--- src/hdl/sor_ram.sv ---
module sor_ram #(
    parameter int WIDTH = 32,
    parameter int DEPTH = 16
) (
    input  logic                     clk,
    input  logic                     we,
    input  logic [$clog2(DEPTH)-1:0] waddr,
    input  logic [WIDTH-1:0]         wdata,
    input  logic [$clog2(DEPTH)-1:0] raddr,
    output logic [WIDTH-1:0]         rdata
);
    logic [WIDTH-1:0] mem [DEPTH];
    logic [WIDTH-1:0] rdata_reg;

    always_ff @(posedge clk)
    begin
        if (we)
        begin
            mem[waddr] <= wdata;
        end
        rdata_reg <= mem[raddr];
    end

    assign rdata = rdata_reg;
endmodule

--- config.mk ---
export PLATFORM = sky130hd
export DESIGN_NAME = sor_ram
export DESIGN_NICKNAME = d
export VERILOG_FILES = /design/src/hdl/sor_ram.sv
export SDC_FILE = /design/constraint.sdc
export NUM_CORES = 1
export LEC_CHECK = 0
export ABC_CLOCK_PERIOD_IN_PS = 12300
export BUFFER_PORTS_ARGS = -buffer_cell sky130_fd_sc_hd__buf_2
export CAP_MARGIN = 15
export CELL_PAD_IN_SITES_DETAIL_PLACEMENT = 0
export CELL_PAD_IN_SITES_GLOBAL_PLACEMENT = 1
export CORE_MARGIN = 4
export CORE_UTILIZATION = 35
export DETAILED_ROUTE_END_ITERATION = 8
export HOLD_SLACK_MARGIN = 0.08
export PLACE_DENSITY_LB_ADDON = 0.1
export SYNTH_ARGS = -nofsm -noshare
export SYNTH_HDL_FRONTEND = slang
export SYNTH_SLANG_ARGS = --single-unit
--- constraint.sdc ---
create_clock -name clk -period 12.3 [get_ports clk]
set_clock_uncertainty 0.15 [all_clocks]
set_input_delay 1.845 -clock clk [delete_from_list [all_inputs] [get_ports clk]]
set_output_delay 1.845 -clock clk [all_outputs]
set_load 0.03 [all_outputs]
; ---- Yosys cells after proc, flatten, opt, wreduce, memory -nomap -nowiden
; Memory sizes are Yosys's and may differ from the RTL's. A register that Yosys moved wholly into a read port is not among the register bits.
; Cells that the tools add are included.
[word_totals]
mem_count = 1
ramBits = 512
mem_bits_ro = 0
latchBits = 0
inputBits = 42
ff_bits = 0
[memory_table]
columns = name, depth, width, read_ports, rd_ports_with_merged_regs, wr, line
row1 = mem, 16, 32, 1, 1, 1, 12  ; logic [WIDTH-1:0] mem [DEPTH];
[op_classes]
addsub = 0
multipliers = 0
eq_ne = 0
n_reduce_logical = 0
n_shift = 0
order_cmp = 0
bitwise_logic = 0
div_mod_pow = 0
mux = 2
[op_table]
columns = cell, count
row1 = two-way mux 1 bit, 2

; ---- Logic depth before layout (Yosys ltp)
; Gate-level depths: netlist of run 1.
[depth]
word_depth = 2
ltp_mapped = 5
depth_no_buf = 3

; ---- Worst setup path after synthesis of run 1
; OpenSTA, ideal clock, no wires.
[synth_path]
path_type = input-to-reg
startpoint = input waddr[2]
endpoint = memory mem[0][0], enable pin
t_arrival_ns = 4.563
setup_slack_ns = 7.125
required_time_ns = 11.689
cell_stages = 2
setup_time_ns = 0.461
path_buffers = 0
cell_sequence = or3b_2 -> nor3_1
[synth_rtl]
columns = element, line
row1 = "start, declared", 7  ; input logic [$clog2(DEPTH)-1:0] waddr,
row2 = "end, declared", 12
; Straight into the memory's write port.

==> results of run 1 <==
worst max-delay path: stages:
cell and delay, ns:
buf_6 0.69, buf_4 0.74, mux4_2 0.42, a22oi_1 0.23
nand2_1 0.08
area by class of cell:
cell class | instances | area, sq um
tap | 756 | 946
clock inverter | 14 | 95.1
sequential | 544 | 16000
antenna | 1 | 2.50
clock buffer | 88 | 1670
timing repair buffer | 100 | 584
multi-input combinational | 251 | 3750
fill | 4950 | 33200
where the power goes:
part	internal, mW	switching, mW	total [mW]	leakage [nW]
Sequential	2.07	0.0128	2.09	4.89
Clock	0.945	0.683	1.63	0.859
Combinational	0.0734	0.132	0.205	1.57
Total	3.09	0.828	3.92	7.33
cells in the final DEF, fill, tap and decap left out, types with 2 or more instances in the layout:
master / instances
a22oi_1: 64
buf_2: 71
buf_4: 27
clkbuf_1: 21
clkbuf_16: 59
clkbuf_8: 8
clkinv_1: 5
clkinv_2: 6
dfxtp_1: 32
edfxtp_1: 512
mux4_2: 128
nand2_1: 33
nand2b_1: 2
nand3b_1: 2
nor2_4: 13
nor2b_4: 2
nor3_2: 4
routing by layer:
metal  wire length, microns  GRT usage  up-vias
li1                       -          -     3813
met4                    766     0.0349        6
met3                   2060     0.0280       71
met5                     34          0        -
met2                  23400      0.262      183
met1                  21900      0.230     4923
per-stage QoR:
step	std cells	hold WS, ns
floorplan	838	0.485
global placement	1651	0.501
detailed placement	1651	0.504
CTS	1753	0.515
global route	1753	0.536
finish	1754	0.515
how the worst max path moves through the flow:
| stage | start | to | slack (ns) | cells past startpoint |
|---|---|---|---|---|
| 2_1_floorplan | waddr[2] | mem[0][0]$_DFFE_PP_ | 7.13 | 2 |
| 3_3_place_gp | raddr[0] | rdata[24]$_DFF_P_ | 7.81 | 5 |
| 3_5_place_dp | raddr[0] | rdata[24]$_DFF_P_ | 7.80 | 5 |
| 4_1_cts | raddr[0] | rdata[24]$_DFF_P_ | 8.45 | 5 |
| 5_1_grt | raddr[0] | rdata[24]$_DFF_P_ | 8.27 | 5 |
| 6_report | raddr[1] | rdata[20]$_DFF_P_ | 8.52 | 5 |
logic make-up after synthesis:
group,after synthesis
simple gates,59
mux,128
flops,544
buf+inv,43
compound gates,64
==> flow_summary.ini, run 1 <==
[synthesis]
synthTopCellsByArea = edfxtp_1, mux4_2, dfxtp_1, a22oi_1, nand2_1
synth-compound-area-share = 0.0242
async_reset_ff_frac = 0
synth_edf_count = 512
synth_adder_area_share = 0
synth.area.mux_share = 0.145
synth_common_cells = edfxtp_1, mux4_2, a22oi_1, nand2_1, dfxtp_1
syn_avg_cell_area_sq_um = 23.7
netlist_area_sq_mm = 0.0199
synth_top_area_cell = edfxtp_1
yosys.cell_types.count = 18
ys_ff_latch = 544
syn_inst = 838
synth_nets = 880
yosys_warnings = 0
synth_top_family_by_area = multiplexers
yosysSeqAreaShare = 0.807
synth_top_area_share = 0.774
yosys.area_share.simple = 0.0127
synth_xor_area_frac = 0
synth_most_common_cell = edfxtp_1
ys.flop_type = edfxtp_1

[clock_network]
clock_latency_ns = 0.60
post_cts_resized = 0
clk_pin_slew_ns = 0.06
cts_tree = done
ctsRootBufferMaster = clkbuf_16
ctsHtreeMaxLevel = 2
hold_buffers = 0
cts_setup_buffers = 0
clockBufferDepth = 3
cts.sinks = 544
numCtsBuffers = 58

[finish]
fin_util = 0.410
area_growth_pct = 16.1
nNetsFinal = 997
stdcell_area_sq_mm = 0.0231
layout-drive-gt1-share = 0.326
largest_register_ffs = 512

[placement]
dp_hpwl_microns = 24100
io_buffers = 73
gp_congestion = 0.675
pre_cts_slack_ns = 7.80
placed_area_sq_mm = 0.0213

[floorplan]
coreArea_sq_mm = 0.0563
die_h_microns = 246
num_rows = 87
num_io_pins = 74
die_area_sq_mm = 0.0606
die_w_microns = 246
initial_utilization = 0.353

[global_routing]
grt_pass1_wl_microns = 69900
track_usage = 0.161
globalRouteOverflowTotal = 0
antenna_found_initial = 5
grt_pass1_vias = 9824
grt_max_degree = 85

[sta]
setup_viol = 0
post-route-min-period_ns = 3.78
slew_headroom = 0.278
tightestPinTransition_ns = 1.08
fin_setup_tns_ns = 0
timing.final.crit_share = 0.307
setup_slack_ns = 8.52
fmax_mhz = 265
maxSlewViolCount = 0
rsz0062_at_grt = no
hold_viol_final = 0

[worst_setup_path]
r2r_cells = 3
r2r_start = mem[8][13]$_DFFE_PP_
arrival_ns = 4.11
cp-end-kind = flop
cp-start-kind = input port
required_ns = 12.63
crit_type = in2reg
cp_max_fo = 84
regToRegEndpoint = rdata[13]$_DFF_P_
rrSetupSlack_ns = 10.82

[route]
drt-pass1-iter-count = 5
dr_total_vias = 8996
routed_wire_length_per_instance_microns = 27.4
viasPerCell = 5.13
first_iter_violations = 806
drc = 0
drt-total-wl_microns = 48100
final_antenna_net_count = 0

[power]
p_per_area_mw_per_mm2 = 170
p_leak_nw = 7.33
ir_worst_vdd_mv = 0.0974
power_mw = 3.92

[min_path]
hold_path_end = rdata[4]$_DFF_P_
min_from = mem[14][4]$_DFFE_PP_
hold_class = reg2reg
holdPathStages = 3

[run]
maxCapViolations = 0

[status]
status = complete, no violations
No activity file was read; power rests on OpenSTA's default activity.
==> inputs of run 2 (changes only) <==
--- a/config.mk
+++ b/config.mk
@@ -5,7 +5,7 @@
 export SDC_FILE = /design/constraint.sdc
 export NUM_CORES = 1
 export LEC_CHECK = 0
-export ABC_CLOCK_PERIOD_IN_PS = 12300
+export ABC_CLOCK_PERIOD_IN_PS = 3300
 export BUFFER_PORTS_ARGS = -buffer_cell sky130_fd_sc_hd__buf_2
 export CAP_MARGIN = 15
 export CELL_PAD_IN_SITES_DETAIL_PLACEMENT = 0
==> constraint.sdc (replaced) <==
create_clock -name clk -period 3.3 [get_ports clk]
set_clock_uncertainty 0.15 [all_clocks]
set_input_delay 0.495 -clock clk [delete_from_list [all_inputs] [get_ports clk]]
set_output_delay 0.495 -clock clk [all_outputs]
set_load 0.03 [all_outputs]
==> flow_summary.ini, run 2 (same netlist as run 1, synthesis figures left out) <==
[status]
status = complete, no violations

[route]
routed_wire_length_per_instance_microns = 26.4
final_antenna_net_count = 0
drc = 0
drt-total-wl_microns = 46400
drt-pass1-iter-count = 4
dr_total_vias = 8969
first_iter_violations = 619
viasPerCell = 5.10

[min_path]
hold_class = in2reg
min_from = wdata[26]
hold_path_end = mem[6][26]$_DFFE_PP_
holdPathStages = 1

[clock_network]
cts.sinks = 544
numCtsBuffers = 57
cts_tree = done
hold_buffers = 0
post_cts_resized = 0
cts_setup_buffers = 0
clockBufferDepth = 3
ctsHtreeMaxLevel = 2
ctsRootBufferMaster = clkbuf_16
clock_latency_ns = 0.59
clk_pin_slew_ns = 0.06

[finish]
nNetsFinal = 1002
layout_commonest_cell = edfxtp_1
area_growth_pct = 18.3
layout_common_cells = edfxtp_1, mux4_2, buf_2
diodes = 0
largest_register_ffs = 512
layout-drive-gt1-share = 0.334

[global_routing]
track_usage = 0.156
antenna_found_initial = 2
grt_pass1_vias = 9859
grt_pass1_wl_microns = 68900
globalRouteOverflowTotal = 0
grt_max_degree = 43

[floorplan]
num_io_pins = 74
die_h_microns = 246
coreArea_sq_mm = 0.0563
die_area_sq_mm = 0.0606
initial_utilization = 0.353
die_w_microns = 246
num_rows = 87

[worst_setup_path]
crit_type = reg2out
rrSetupSlack_ns = 1.69
required_ns = 2.65
cp-start-kind = flop
arrival_ns = 1.22
crit_path_top_delay_cell = dfxtp_1
cp_max_fo = 1
r2r_start = mem[3][16]$_DFFE_PP_
critPathMaxStageDelay_ns = 0.40
cp_cell_sequence = buf_2
cp_num_buf_inv = 1
regToRegEndpoint = rdata[16]$_DFF_P_
r2r_cells = 3
crit_family = flip-flops
cp-end-kind = output pin

[power]
power_mw = 14.9
p_per_area_mw_per_mm2 = 634
ir_worst_vdd_mv = 0.343
p_leak_nw = 7.48

[sta]
timing.final.crit_share = 0.567
fmax_mhz = 535
slew_headroom = 0.535
tightestPinTransition_ns = 0.695
setup_viol = 0
setup_slack_ns = 1.43
fin_setup_tns_ns = 0
hold_viol_final = 0
post-route-min-period_ns = 1.87
rsz0062_at_grt = no
maxSlewViolCount = 0

[run]
maxCapViolations = 0

[placement]
dp_hpwl_microns = 24400
pre_cts_slack_ns = 0.897
io_buffers = 73
gp_congestion = 0.684
## run 2: how the worst max path moves through the flow
stage | start | to | slack (ns) | depth (start not counted)
2_1_floorplan | waddr[2] | mem[1][0]$_DFFE_PP_ | 0.35 | 2
3_3_place_gp | raddr[0] | rdata[3]$_DFF_P_ | 0.89 | 5
3_5_place_dp | waddr[2] | mem[2][23]$_DFFE_PP_ | 0.90 | 4
4_1_cts | rdata[31]$_DFF_P_ | rdata[31] | 1.38 | 1
5_1_grt | rdata[31]$_DFF_P_ | rdata[31] | 1.37 | 1
6_report | rdata[31]$_DFF_P_ | rdata[31] | 1.43 | 1
## run 2: power breakdown
part           leakage (nW)  switching, mW  internal (mW)  total [mW]
Combinational          1.69          0.502          0.301       0.804
Sequential             4.89         0.0493           7.72        7.77
Clock                 0.898           2.53           3.77        6.30
Total                  7.48           3.08           11.8        14.9
## run 2: per-stage QoR
stage | hold slack (ns) | cell area, sq um | utilization | std cells
2_1_floorplan | 0.444 | 19900 | - | 838
3_3_place_gp | 0.515 | 21700 | 0.385 | 1657
3_5_place_dp | 0.514 | 21700 | 0.385 | 1657
4_1_cts | 0.0962 | 23500 | 0.417 | 1760
5_1_grt | 0.114 | 23500 | 0.417 | 1760
6_report | 0.135 | 23500 | 0.417 | 1760
## run 2: final cells by class
class                      instances  area, sq um
timing repair buffer             106          917
sequential                       544        16000
tap                              756          946
multi-input combinational        251         3770
clock inverter                    21          253
clock buffer                      82         1580
fill                            4887        32800
## run 2: routing by layer
metal / vias to the layer above / routed length [microns] / GRT usage
li1: 3827 / - / -
met1: 4911 / 22100 / 0.232
met2: 168 / 21900 / 0.244
met3: 63 / 1620 / 0.0271
met4: 0 / 871 / 0.0335
met5: - / 0 / 0
