==> config.mk <==
export PLATFORM = sky130hd
export DESIGN_NAME = sor_div
export DESIGN_NICKNAME = d
export VERILOG_FILES = /design/src/hdl/sor_pkg.sv /design/src/hdl/sor_div.sv
export SDC_FILE = /design/constraint.sdc
export NUM_CORES = 1
export LEC_CHECK = 0
export ABC_AREA = 0
export ABC_CLOCK_PERIOD_IN_PS = 5100
export BUFFER_PORTS_ARGS = -buffer_cell sky130_fd_sc_hd__buf_2
export CAP_MARGIN = 20
export CORE_MARGIN = 4
export CORE_UTILIZATION = 30
export CTS_CLUSTER_DIAMETER = 100
export DETAILED_ROUTE_END_ITERATION = 6
export HOLD_SLACK_MARGIN = 0.12
export PLACE_DENSITY_LB_ADDON = 0.1
export SLEW_MARGIN = 0
export SYNTH_ARGS = -nofsm -noshare
export SYNTH_HDL_FRONTEND = slang
export SYNTH_SLANG_ARGS = --single-unit
export TNS_END_PERCENT = 10
==> constraint.sdc <==
create_clock -name clk -period 5.1 [get_ports clk]
set_clock_uncertainty 0.15 [all_clocks]
set_input_delay 1.02 -clock clk [delete_from_list [all_inputs] [get_ports clk]]
set_output_delay 1.02 -clock clk [all_outputs]
set_load 0.02 [all_outputs]
==> src/hdl/sor_pkg.sv <==
package sor_pkg;

    localparam int MAX_EQUATIONS_DEF = 16;
    localparam int FRACTION_BITS_DEF = 16;
    localparam int RELAX_BITS        = 16;

    localparam int OPERAND_W  = 32;
    localparam int CFG_DATA_W = 32;
    localparam int CFG_IDX_W  = 3;

    // Input commands.
    localparam logic [1:0] CMD_LOAD_MATRIX = 2'd0;
    localparam logic [1:0] CMD_LOAD_RHS    = 2'd1;
    localparam logic [1:0] CMD_LOAD_GUESS  = 2'd2;
    localparam logic [1:0] CMD_START       = 2'd3;

    // Configuration register indexes.
    localparam logic [CFG_IDX_W-1:0] REG_ACTIVE_SIZE = 3'd0;
    localparam logic [CFG_IDX_W-1:0] REG_RELAXATION  = 3'd1;
    localparam logic [CFG_IDX_W-1:0] REG_THRESHOLD   = 3'd2;
    localparam logic [CFG_IDX_W-1:0] REG_MAX_SWEEPS  = 3'd3;

    localparam logic [4:0]  ACTIVE_SIZE_RST = 5'd16;
    localparam logic [17:0] RELAXATION_RST  = 18'd65536;
    localparam logic [31:0] THRESHOLD_RST   = 32'd0;
    localparam logic [15:0] MAX_SWEEPS_RST  = 16'd1000;

    localparam logic signed [63:0] SAT64_POS = 64'sh7FFF_FFFF_FFFF_FFFF;
    localparam logic signed [63:0] SAT64_NEG = -64'sh7FFF_FFFF_FFFF_FFFF;

    typedef struct packed {
        logic busy;
        logic done;
    } div_status_t;

    // Saturating add to +-(2^63-1).
    function automatic logic signed [63:0] sat_add64(input logic signed [63:0] a,
                                                     input logic signed [63:0] b);
        logic signed [64:0] s;
        s = 65'(a) + 65'(b);
        if (s > 65'(SAT64_POS))
            return SAT64_POS;
        else if (s < 65'(SAT64_NEG))
            return SAT64_NEG;
        else
            return s[63:0];
    endfunction

    function automatic logic signed [31:0] clamp32(input logic signed [63:0] v);
        if (v > 64'sd2147483647)
            return 32'sh7FFF_FFFF;
        else if (v < -64'sd2147483648)
            return 32'sh8000_0000;
        else
            return v[31:0];
    endfunction

endpackage

==> src/hdl/sor_div.sv <==
// Signed 64 by 32 bit division, truncating toward zero, one quotient bit per cycle.
module sor_div (
    input  logic                  clk,
    input  logic                  rst_n,
    input  logic                  start,
    input  logic signed [63:0]    num,
    input  logic signed [31:0]    den,
    output sor_pkg::div_status_t  status,
    output logic signed [63:0]    quot
);
    logic        busy_reg, busy_next;
    logic        done_reg, done_next;
    logic [5:0]  cnt_reg, cnt_next;
    logic [63:0] dvd_reg, dvd_next;
    logic [31:0] rem_reg, rem_next;
    logic [31:0] dmag_reg, dmag_next;
    logic        neg_reg, neg_next;
    logic [32:0] shifted;
    logic        fits;

    always_comb
    begin
        busy_next = busy_reg;
        done_next = 1'b0;
        cnt_next  = cnt_reg;
        dvd_next  = dvd_reg;
        rem_next  = rem_reg;
        dmag_next = dmag_reg;
        neg_next  = neg_reg;
        shifted   = {rem_reg, dvd_reg[63]};
        fits      = shifted >= {1'b0, dmag_reg};
        if (start)
        begin
            busy_next = 1'b1;
            cnt_next  = '0;
            dvd_next  = num[63] ? 64'(-num) : 64'(num);
            rem_next  = '0;
            dmag_next = den[31] ? 32'(-den) : 32'(den);
            neg_next  = num[63] ^ den[31];
        end
        else if (busy_reg)
        begin
            rem_next = fits ? 32'(shifted - {1'b0, dmag_reg}) : shifted[31:0];
            dvd_next = {dvd_reg[62:0], fits};
            cnt_next = cnt_reg + 6'd1;
            if (cnt_reg == 6'd63)
            begin
                busy_next = 1'b0;
                done_next = 1'b1;
            end
        end
    end

    always_ff @(posedge clk or negedge rst_n)
    begin
        if (!rst_n)
        begin
            busy_reg <= 1'b0;
            done_reg <= 1'b0;
            cnt_reg  <= '0;
        end
        else
        begin
            busy_reg <= busy_next;
            done_reg <= done_next;
            cnt_reg  <= cnt_next;
        end
    end

    always_ff @(posedge clk)
    begin
        dvd_reg  <= dvd_next;
        rem_reg  <= rem_next;
        dmag_reg <= dmag_next;
        neg_reg  <= neg_next;
    end

    assign status.busy = busy_reg;
    assign status.done = done_reg;
    assign quot = neg_reg ? -$signed(dvd_reg) : $signed(dvd_reg);
endmodule

# ---- After elaboration in Yosys (flattened, before gate mapping)
# Index checks and enable logic that the tools add are counted.
dict set report op_classes {
  muxes 14
  eq_ne 1
  bitwise 1
  n_lt_le_gt_ge 1
  n_reduce_logical 1
  addsub 5
}
# operator count
set op_table {}
lappend op_table {{two-way mux 64 bit} 4}
lappend op_table {{negation 64 bit} 2}
lappend op_table {{greater-or-equal comparator 33 x 32 -> 1 bit} 1}
lappend op_table {{two-way mux 32 bit} 1}
lappend op_table {{negation 32 bit} 1}
lappend op_table {{subtractor 32 bit} 1}
lappend op_table {{two-way mux 31 bit} 1}
lappend op_table {{two-way mux 6 bit} 2}
lappend op_table {{adder 6 x 1 -> 6 bit (second input constant)} 1}
lappend op_table {{equality test 6 bit (second input constant)} 1}
lappend op_table {{two-way mux 1 bit} 6}
lappend op_table {{nonzero test 2 bit} 1}
lappend op_table {{bitwise XOR 1 bit} 1}
dict set report word_totals {
  reg_bits 137
  in_bits 99
  out_inout_bits 66
  elab_cells 31
}

# ---- Logic depth before layout (Yosys ltp)
# Gate-level depths: netlist of the first run.
dict set report depth {
  depth_word 4
  ltp_mapped 13
}

# ---- Worst setup path after synthesis of the first run
# OpenSTA, ideal clock, no wires.
dict set report synth_timing {
  kind {register to output}
  start {reg dvd_reg[14]}
  end {out quot[63]}
  n_path_buf 0
  arrival_time_ps 2954
  path_stages_with_launch 8
  slack_ps 976
  cell_sequence {edfxtp_1 > or4_1 > or4_1 > nor3_1 > nand4_1 > or3_1 > o41ai_1 > xnor2_1}
}
dict set report synth_between {
  elab_chain_len 2
}
# element line_no
set synth_lines {}
lappend synth_lines {{start, declared} sor_div.sv:14} ;# logic [63:0] dvd_reg, dvd_next;
lappend synth_lines {{start signal, assigned} sor_div.sv:72} ;# dvd_reg <= dvd_next;
lappend synth_lines {{negation 64 bit} sor_div.sv:80} ;# assign quot = neg_reg ? -$signed(dvd_reg) : $signed(dvd_reg);
lappend synth_lines {{two-way mux 64 bit} sor_div.sv:80}
lappend synth_lines {{end, declared} sor_div.sv:9} ;# output logic signed [63:0] quot
# Every way passes these cells.

# ---- Worst setup path after layout of the first run
dict set report layout_timing {
  start {reg dvd_reg[15]}
  end {out quot[63]}
}
# Same word-level chain as after synthesis.

==> results of run 1 <==
## kinds of logic after synthesis
group                    synth area share (%)
AND/OR/NAND/NOR                          19.2
AO/OA/AOI/OAI                            19.2
XOR/XNOR                                 15.1
flip-flops                               35.7
buffers and inverters                    3.91
adder cells (fa/ha/maj)                  4.47
multiplexers                             2.47
## routing by layer
metal | track usage (%) | routed length, um | vias to the layer above | part of all wire (%)
li1 | - | - | 4705 | -
met1 | 22.3 | 14900 | 4394 | 48
met2 | 25.8 | 14200 | 224 | 46
met3 | 2.83 | 1500 | 24 | 4.8
met4 | 4.37 | 533 | 0 | 1.7
met5 | 0 | 0 | - | 0
## repair_timing
action,in CTS,in global routing
buffers inserted,0,1
resized for setup,2,1
endpoints found under the setup margin,5,5
pin swaps,0,1
gates cloned,0,0
## synthesized netlist by cell type (8+ instances only)
cell | number | area share [%]
sky130_fd_sc_hd__nand2_1 | 100 | 3.6
sky130_fd_sc_hd__a211oi_1 | 23 | 1.6
sky130_fd_sc_hd__or2_2 | 10 | 0.59
sky130_fd_sc_hd__or3_1 | 23 | 1.4
sky130_fd_sc_hd__a21o_1 | 11 | 0.78
sky130_fd_sc_hd__nand4_1 | 15 | 0.89
sky130_fd_sc_hd__o31ai_1 | 46 | 3.3
sky130_fd_sc_hd__o21ai_0 | 64 | 3.0
sky130_fd_sc_hd__o41ai_1 | 27 | 2.2
sky130_fd_sc_hd__buf_1 | 8 | 0.29
sky130_fd_sc_hd__clkbuf_1 | 44 | 1.6
sky130_fd_sc_hd__inv_1 | 49 | 1.7
sky130_fd_sc_hd__nor2_1 | 115 | 4.1
sky130_fd_sc_hd__nand3_1 | 24 | 1.1
sky130_fd_sc_hd__dfrtp_1 | 8 | 1.9
sky130_fd_sc_hd__or4_1 | 21 | 1.5
sky130_fd_sc_hd__nand2b_1 | 12 | 0.71
sky130_fd_sc_hd__and2_1 | 9 | 0.54
sky130_fd_sc_hd__xnor2_1 | 106 | 8.8
sky130_fd_sc_hd__ha_1 | 36 | 4.3
sky130_fd_sc_hd__nor3_1 | 17 | 0.81
sky130_fd_sc_hd__dfxtp_1 | 32 | 6.1
sky130_fd_sc_hd__nor4_1 | 16 | 0.95
sky130_fd_sc_hd__nor2b_1 | 11 | 0.65
sky130_fd_sc_hd__edfxtp_1 | 97 | 28
sky130_fd_sc_hd__a21oi_1 | 90 | 4.3
sky130_fd_sc_hd__xor2_1 | 75 | 6.2
sky130_fd_sc_hd__mux2i_1 | 20 | 1.9
## power by group
part / total [mW] / internal [mW] / switching, mW
clock network: 1.31 / 0.796 / 0.517
logic: 1.54 / 0.622 / 0.915
registers: 1.52 / 1.37 / 0.152
## worst reg2reg max path: stages (launching register included)
cell and delay [ps]:
sky130_fd_sc_hd__edfxtp_1 370, sky130_fd_sc_hd__inv_1 60, sky130_fd_sc_hd__ha_1 370, sky130_fd_sc_hd__a21o_1 230, sky130_fd_sc_hd__a31oi_1 320, sky130_fd_sc_hd__a211oi_1 140, sky130_fd_sc_hd__o41ai_1 700, sky130_fd_sc_hd__a211oi_1 290
sky130_fd_sc_hd__nor3_4 190, sky130_fd_sc_hd__buf_4 360, sky130_fd_sc_hd__mux2i_1 270, sky130_fd_sc_hd__a211oi_1 100
## stage by stage
stage	std cells	worst slack [ps]
2_1_floorplan	1199	976
3_3_place_gp	1778	285
3_5_place_dp	1778	254
4_1_cts	1810	19.3
5_1_grt	1812	-16.7
6_report	1813	152
## area by class of cell
type	count	area, sq um	share of cell area (%)
multi-input combinational	956	6380	51.2
sequential	137	3750	30.1
timing repair buffer	182	962	7.72
tap	455	569	4.57
clock buffer	21	460	3.69
inverter	49	184	1.48
clock inverter	11	148	1.18
antenna	2	5.00	0.0402
## final timing paths
path | startpoint | endpoint | slack, ps
min in group clk | rem_reg[1]$_SDFFE_PP0P_ | rem_reg[1]$_SDFFE_PP0P_ | 350
max in group asynchronous | rst_n | busy_reg$_DFF_PN0_ | 4350
min | rst_n | cnt_reg[2]$_DFFE_PN0P_ | 270
max | dvd_reg[15]$_DFFE_PP_ | quot[63] | 150
max reg2reg | dmag_reg[4]$_DFFE_PP_ | rem_reg[11]$_SDFFE_PP0P_ | 1430
min reg2reg | rem_reg[1]$_SDFFE_PP0P_ | rem_reg[1]$_SDFFE_PP0P_ | 350
==> PnR_summary.wiki, run 1 <==
{| class="wikitable"
! Metric !! Value
|-
| Max-slew violations || 0
|-
| Detailed-route DRC error count || 0
|-
| Wire length of the first global-routing pass || between 40,000 and 50,000 um
|-
| HP Class || in -> async
|-
| CTS Buf Count || 17
|-
| Area added between synthesis and finish || 18.4%
|-
| Max frequency || 0.202 GHz
|-
| Count of fill cells added during filler insertion || 3,673
|-
| Final antenna-violating net count || 0
|-
| Commonest cells after routing, fill and taps aside || sky130_fd_sc_hd__buf_2 (163), sky130_fd_sc_hd__nor2_1 (115), sky130_fd_sc_hd__xnor2_1 (106), sky130_fd_sc_hd__nand2_1 (100), sky130_fd_sc_hd__edfxtp_1 (97)
|-
| Core outline area || between 0.03 and 0.04 sq mm
|-
| Proportion of layout cells with a drive suffix above 1 || about 18%
|-
| Outcome || finished clean
|-
| Total number of vias || ~9,300
|-
| GP Congestion || roughly 0.85
|-
| Crit path max fanout || 5
|-
| Sequence of cells on the critical path || or4_1, or4_1, nor3_4, nand4_1, buf_4, or3_1, o41ai_1, xnor2_1, buf_2
|-
| Hold buffer count at CTS || 0
|-
| Die height || 195 um
|-
| Least-Margin Pin Slew || roughly 1100 ps
|-
| Critical Path Sink Type || primary output
|-
| Root buf cell || sky130_fd_sc_hd__clkbuf_16
|-
| Sequential cell area fraction in the yosys report || 35.7%
|-
| CP top delay family || simple AND/OR/NAND/NOR gates
|-
| Most frequent standard cell in the layout excluding fill and tap cells || sky130_fd_sc_hd__buf_2
|-
| Synthesis Warnings || 0
|-
| Total negative setup slack || 0 ps
|-
| Register clock-pin slew on the reported worst setup and hold paths || 60 ps
|-
| Share of the core filled with cells in the final layout || approximately 36%
|-
| Worst-case vdd ir drop || 246 uV
|-
| Final number of setup-violating endpoints || 0
|-
| H-tree levels || 4
|-
| Number of antenna violations at the first check in global routing || 1
|-
| Post-Place Cell Area || between 0.01 and 0.015 sq mm
|-
| DRT iter0 DRCs || approximately 490
|-
| Effective utilization at floorplan || ~30%
|-
| Crit path depth || 9
|-
| Share of async-settable or async-resettable flops after synthesis || under 10%
|-
| Via count of the first global-routing pass || between 8,000 and 9,000
|-
| Required arrival time at the worst endpoint || between 3000 and 4000 ps
|-
| Remaining global-route overflow || 0
|-
| Maximum buffer depth of the clock tree || 2
|-
| Lkg Pwr || between 4 and 5 nW
|-
| Yosys cell types || 68
|-
| Flip-flop cell with the highest count after synthesis || sky130_fd_sc_hd__edfxtp_1
|-
| Fraction of the cycle the final worst path needs || between 90% and 100%
|-
| Largest net degree at the start of global routing || 90
|-
| Max stage delay on crit path || roughly 600 ps
|-
| #FFs+latches synth || between 100 and 150
|-
| Number of enable-type register cells in the synthesized netlist || just under 100
|-
| Worst rel slew slack || around 28%
|-
| Critical setup path kind || reg -> out
|-
| Worst path buffer plus inverter count || 2
|-
| Row Count || 68
|-
| Chip width || approximately 200 um
|-
| Power density over the cells || 351 mW/mm^2
|-
| Final routed wire length divided by cell count || 17.2 um
|-
| Design area || 0.0125 sq mm
|-
| Detail Placement HPWL || 23,800 um
|-
| Vias per cell || about 5.2
|-
| Overall track demand over capacity in global routing || about 16%
|-
| Overall power || 4.37 mW
|-
| Number of clock sinks || between 100 and 150
|-
| Critical Path Start Type || register
|-
| Number of maximum-capacitance constraint violations || 0
|-
| Crit-path slowest cell || sky130_fd_sc_hd__or4_1
|-
| Most used cell, CP || sky130_fd_sc_hd__or4_1
|-
| First-pass DRT Iterations || 5
|-
| I/O Buffers || between 150 and 200
|-
| Count of final hold-check violations || 0
|-
| Max FFs per register || between 60 and 70
|-
| Hold Worst Slack || around 270 ps
|-
| Per-instance average area after synthesis || slightly below 9 sq um
|-
| Nets || about 1,500
|-
| Worst endpoint data arrival time || between 3000 and 4000 ps
|-
| Aggregate routed wire length || 31,200 um
|-
| Worst R2R Path Depth || 11
|-
| Top-Level Pins || around 170
|-
| Combined area of all synthesized cells || about 0.011 sq mm
|-
| Clock latency of the later-clocked register in the worst-skew pair || around 450 ps
|-
| Gate Count Post-Synth || 1,199
|-
| Total die area || 0.0381 sq mm
|-
| Clock period minus worst slack || approximately 4900 ps
|-
| Net count after synthesis || 1,335
|-
| CTS tree || done
|}
No activity file was read; power rests on OpenSTA's default activity.
==> inputs of run 2 (changes only) <==
- MAX_ROUTING_LAYER: not set -> met4
==> run 2 against run 1 <==
Sequential cell count did not move. Combinational power hardly changed. Setup slack improved by 21 ps. Global-route usage is 0.42 points higher. Total power fell by 0.14%. Register-to-register slack barely moved. Worst hold slack better by 5.7 ps. Die area unchanged. Count of clock-buffer cells in the layout is the same. Via count decreased by 0.22%. First-iteration DRC count shrank 8.9%. Critical endpoint unchanged.
==> PnR_summary.wiki, run 2 (same netlist as run 1, synthesis figures left out) <==
{| class="wikitable"
! Metric !! Value
|-
| Total number of vias || 9,326 (was 9,347)
|-
| Final number of setup-violating endpoints || 0 (unchanged)
|-
| CTS tree || done (unchanged)
|-
| Effective utilization at floorplan || 30.5% (unchanged)
|-
| Die height || 195 um (unchanged)
|-
| Nets || 1,479 (unchanged)
|-
| Critical Path Sink Type || primary output (unchanged)
|-
| Overall track demand over capacity in global routing || 16.4% (was 16.0%)
|-
| Total negative setup slack || 0 ps (unchanged)
|-
| Lkg Pwr || 4.91 nW (about the same)
|-
| Crit path max fanout || 5 (unchanged)
|-
| Most congested layer reported by global routing || met2 (unchanged)
|-
| Share of the core filled with cells in the final layout || 36.1% (about the same)
|-
| Fraction of the cycle the final worst path needs || 96.6% (was 97.0%)
|-
| Hold buffer count at CTS || 0 (unchanged)
|-
| Worst flop-to-flop path startpoint || dmag_reg[4]$_DFFE_PP_ (unchanged)
|-
| Top-Level Pins || 165 (unchanged)
|-
| Detail Placement HPWL || 23,800 um (unchanged)
|-
| Final routed wire length divided by cell count || 17.1 um (was 17.2 um)
|-
| Met2 demand-to-capacity share in global routing || 25.8% (unchanged)
|-
| HP Class || in -> async (unchanged)
|-
| Vias per cell || 5.14 (was 5.16)
|-
| Wire length of the first global-routing pass || 49,700 um (about the same)
|-
| Critical path startpoint || dvd_reg[15]$_DFFE_PP_ (unchanged)
|-
| Final worst slack || 174 ps (was 152 ps)
|-
| Capturing point of the worst reg2reg path || rem_reg[11]$_SDFFE_PP0P_ (unchanged)
|-
| First-pass DRT Iterations || 5 (unchanged)
|-
| Count of fill cells added during filler insertion || 3,672 (was 3,673)
|-
| Most frequent standard cell in the layout excluding fill and tap cells || sky130_fd_sc_hd__buf_2 (unchanged)
|-
| Core outline area || 0.0345 sq mm (unchanged)
|-
| Worst-case vdd ir drop || 240 uV (was 246 uV)
|-
| Worst R2R Path Depth || 11 (unchanged)
|-
| GP Congestion || 0.862 (was 0.848)
|-
| Proportion of layout cells with a drive suffix above 1 || 17.9% (unchanged)
|-
| Met3 capacity usage during global routing || 2.67% (was 2.83%)
|-
| I/O Buffers || 164 (unchanged)
|-
| Least-Margin Pin Slew || 1090 ps (was 1080 ps)
|-
| Total die area || 0.0381 sq mm (unchanged)
|-
| Number of antenna violations at the first check in global routing || 1 (unchanged)
|-
| Clock period minus worst slack || 4930 ps (was 4950 ps)
|-
| Commonest cells after routing, fill and taps aside || sky130_fd_sc_hd__buf_2 (163), sky130_fd_sc_hd__nor2_1 (115), sky130_fd_sc_hd__xnor2_1 (106), sky130_fd_sc_hd__nand2_1 (100), sky130_fd_sc_hd__edfxtp_1 (97) (unchanged)
|-
| Row Count || 68 (unchanged)
|-
| Via count of the first global-routing pass || 8,959 (was 8,945)
|-
| Area added between synthesis and finish || 18.5% (was 18.4%)
|-
| Remaining global-route overflow || 0 (unchanged)
|-
| Largest net degree at the start of global routing || 90 (unchanged)
|-
| Worst endpoint data arrival time || 3760 ps (was 3780 ps)
|-
| Maximum buffer depth of the clock tree || 2 (unchanged)
|-
| Final antenna-violating net count || 0 (unchanged)
|-
| Power density over the cells || 350 mW/mm^2 (was 351 mW/mm^2)
|-
| Required arrival time at the worst endpoint || 3930 ps (about the same)
|-
| Root buf cell || sky130_fd_sc_hd__clkbuf_16 (unchanged)
|-
| Detailed-route DRC error count || 0 (unchanged)
|-
| Max frequency || 0.203 GHz (was 0.202 GHz)
|-
| Hold Worst Slack || 276 ps (was 270 ps)
|-
| Chip width || 195 um (unchanged)
|-
| DRT iter0 DRCs || 442 (was 485)
|-
| Max FFs per register || 64 (unchanged)
|-
| Setup slack of the most critical reg-to-reg path || 1430 ps (about the same)
|-
| Clock latency of the later-clocked register in the worst-skew pair || 430 ps (was 450 ps)
|-
| Count of final hold-check violations || 0 (unchanged)
|-
| Critical setup path kind || reg -> out (unchanged)
|-
| Worst rel slew slack || 26.9% (was 27.9%)
|-
| Outcome || finished clean (unchanged)
|-
| Critical Path Start Type || register (unchanged)
|-
| Number of maximum-capacitance constraint violations || 0 (unchanged)
|-
| CTS Buf Count || 17 (unchanged)
|-
| Aggregate routed wire length || 31,100 um (was 31,200 um)
|-
| Register clock-pin slew on the reported worst setup and hold paths || 60 ps (about the same)
|-
| Met1 capacity usage during global routing || 22.3% (unchanged)
|-
| Max-slew violations || 0 (unchanged)
|-
| Overall power || 4.37 mW (about the same)
|-
| Worst setup slack after placement || 254 ps (unchanged)
|-
| H-tree levels || 4 (unchanged)
|-
| Number of clock sinks || 137 (unchanged)
|}
-- run 2: what timing repair did --
action	in CTS	in global routing
buffers inserted	0	1
resized for setup	2	1
pin swaps	0	1
endpoints found under the hold margin	0	0
endpoints found under the setup margin	5	5
gates cloned	0	0
-- run 2: layout make-up --
class | count | area (sq um) | area share [%]
clock buffer | 21 | 460 | 3.69
clock inverter | 11 | 148 | 1.18
timing repair buffer | 182 | 962 | 7.72
tap | 455 | 569 | 4.57
multi-input combinational | 956 | 6380 | 51.2
antenna | 3 | 7.51 | 0.0602
sequential | 137 | 3750 | 30.1
inverter | 49 | 184 | 1.48
-- run 2: worst max-delay path, cell delays in order, from the launching register on --
cell and delay [ps]:
sky130_fd_sc_hd__edfxtp_1 420, sky130_fd_sc_hd__or4_1 600, sky130_fd_sc_hd__or4_1 560, sky130_fd_sc_hd__nor3_4 320, sky130_fd_sc_hd__nand4_1 120, sky130_fd_sc_hd__buf_4 190, sky130_fd_sc_hd__or3_1 430, sky130_fd_sc_hd__o41ai_1 330
sky130_fd_sc_hd__xnor2_1 160, sky130_fd_sc_hd__buf_2 180
-- run 2: metal layers --
layer / vias up / wire length [um]
li1: 4702 / -
met1: 4382 / 15000
met2: 214 / 14100
met3: 28 / 1450
met4: 0 / 549
met5: - / 0
-- run 2: how the worst max path moves through the flow --
stage | endpoint
floorplan | quot[63]
global placement | quot[63]
detailed placement | quot[63]
CTS | quot[48]
global route | quot[63]
finish | quot[63]
-- run 2: power by group --
group | total, mW | internal, mW | switching [mW]
sequential | 1.52 | 1.37 | 0.152
clock | 1.31 | 0.796 | 0.512
combinational | 1.54 | 0.622 | 0.913
total | 4.37 | 2.79 | 1.58
-- run 2: metrics by stage --
step / cells / instance area [sq um]
final: 1814 / 12500
after CTS: 1810 / 12400
after floorplan: 1199 / 10500
after global placement: 1778 / 11800
after detailed placement: 1778 / 11800
after global routing: 1812 / 12500
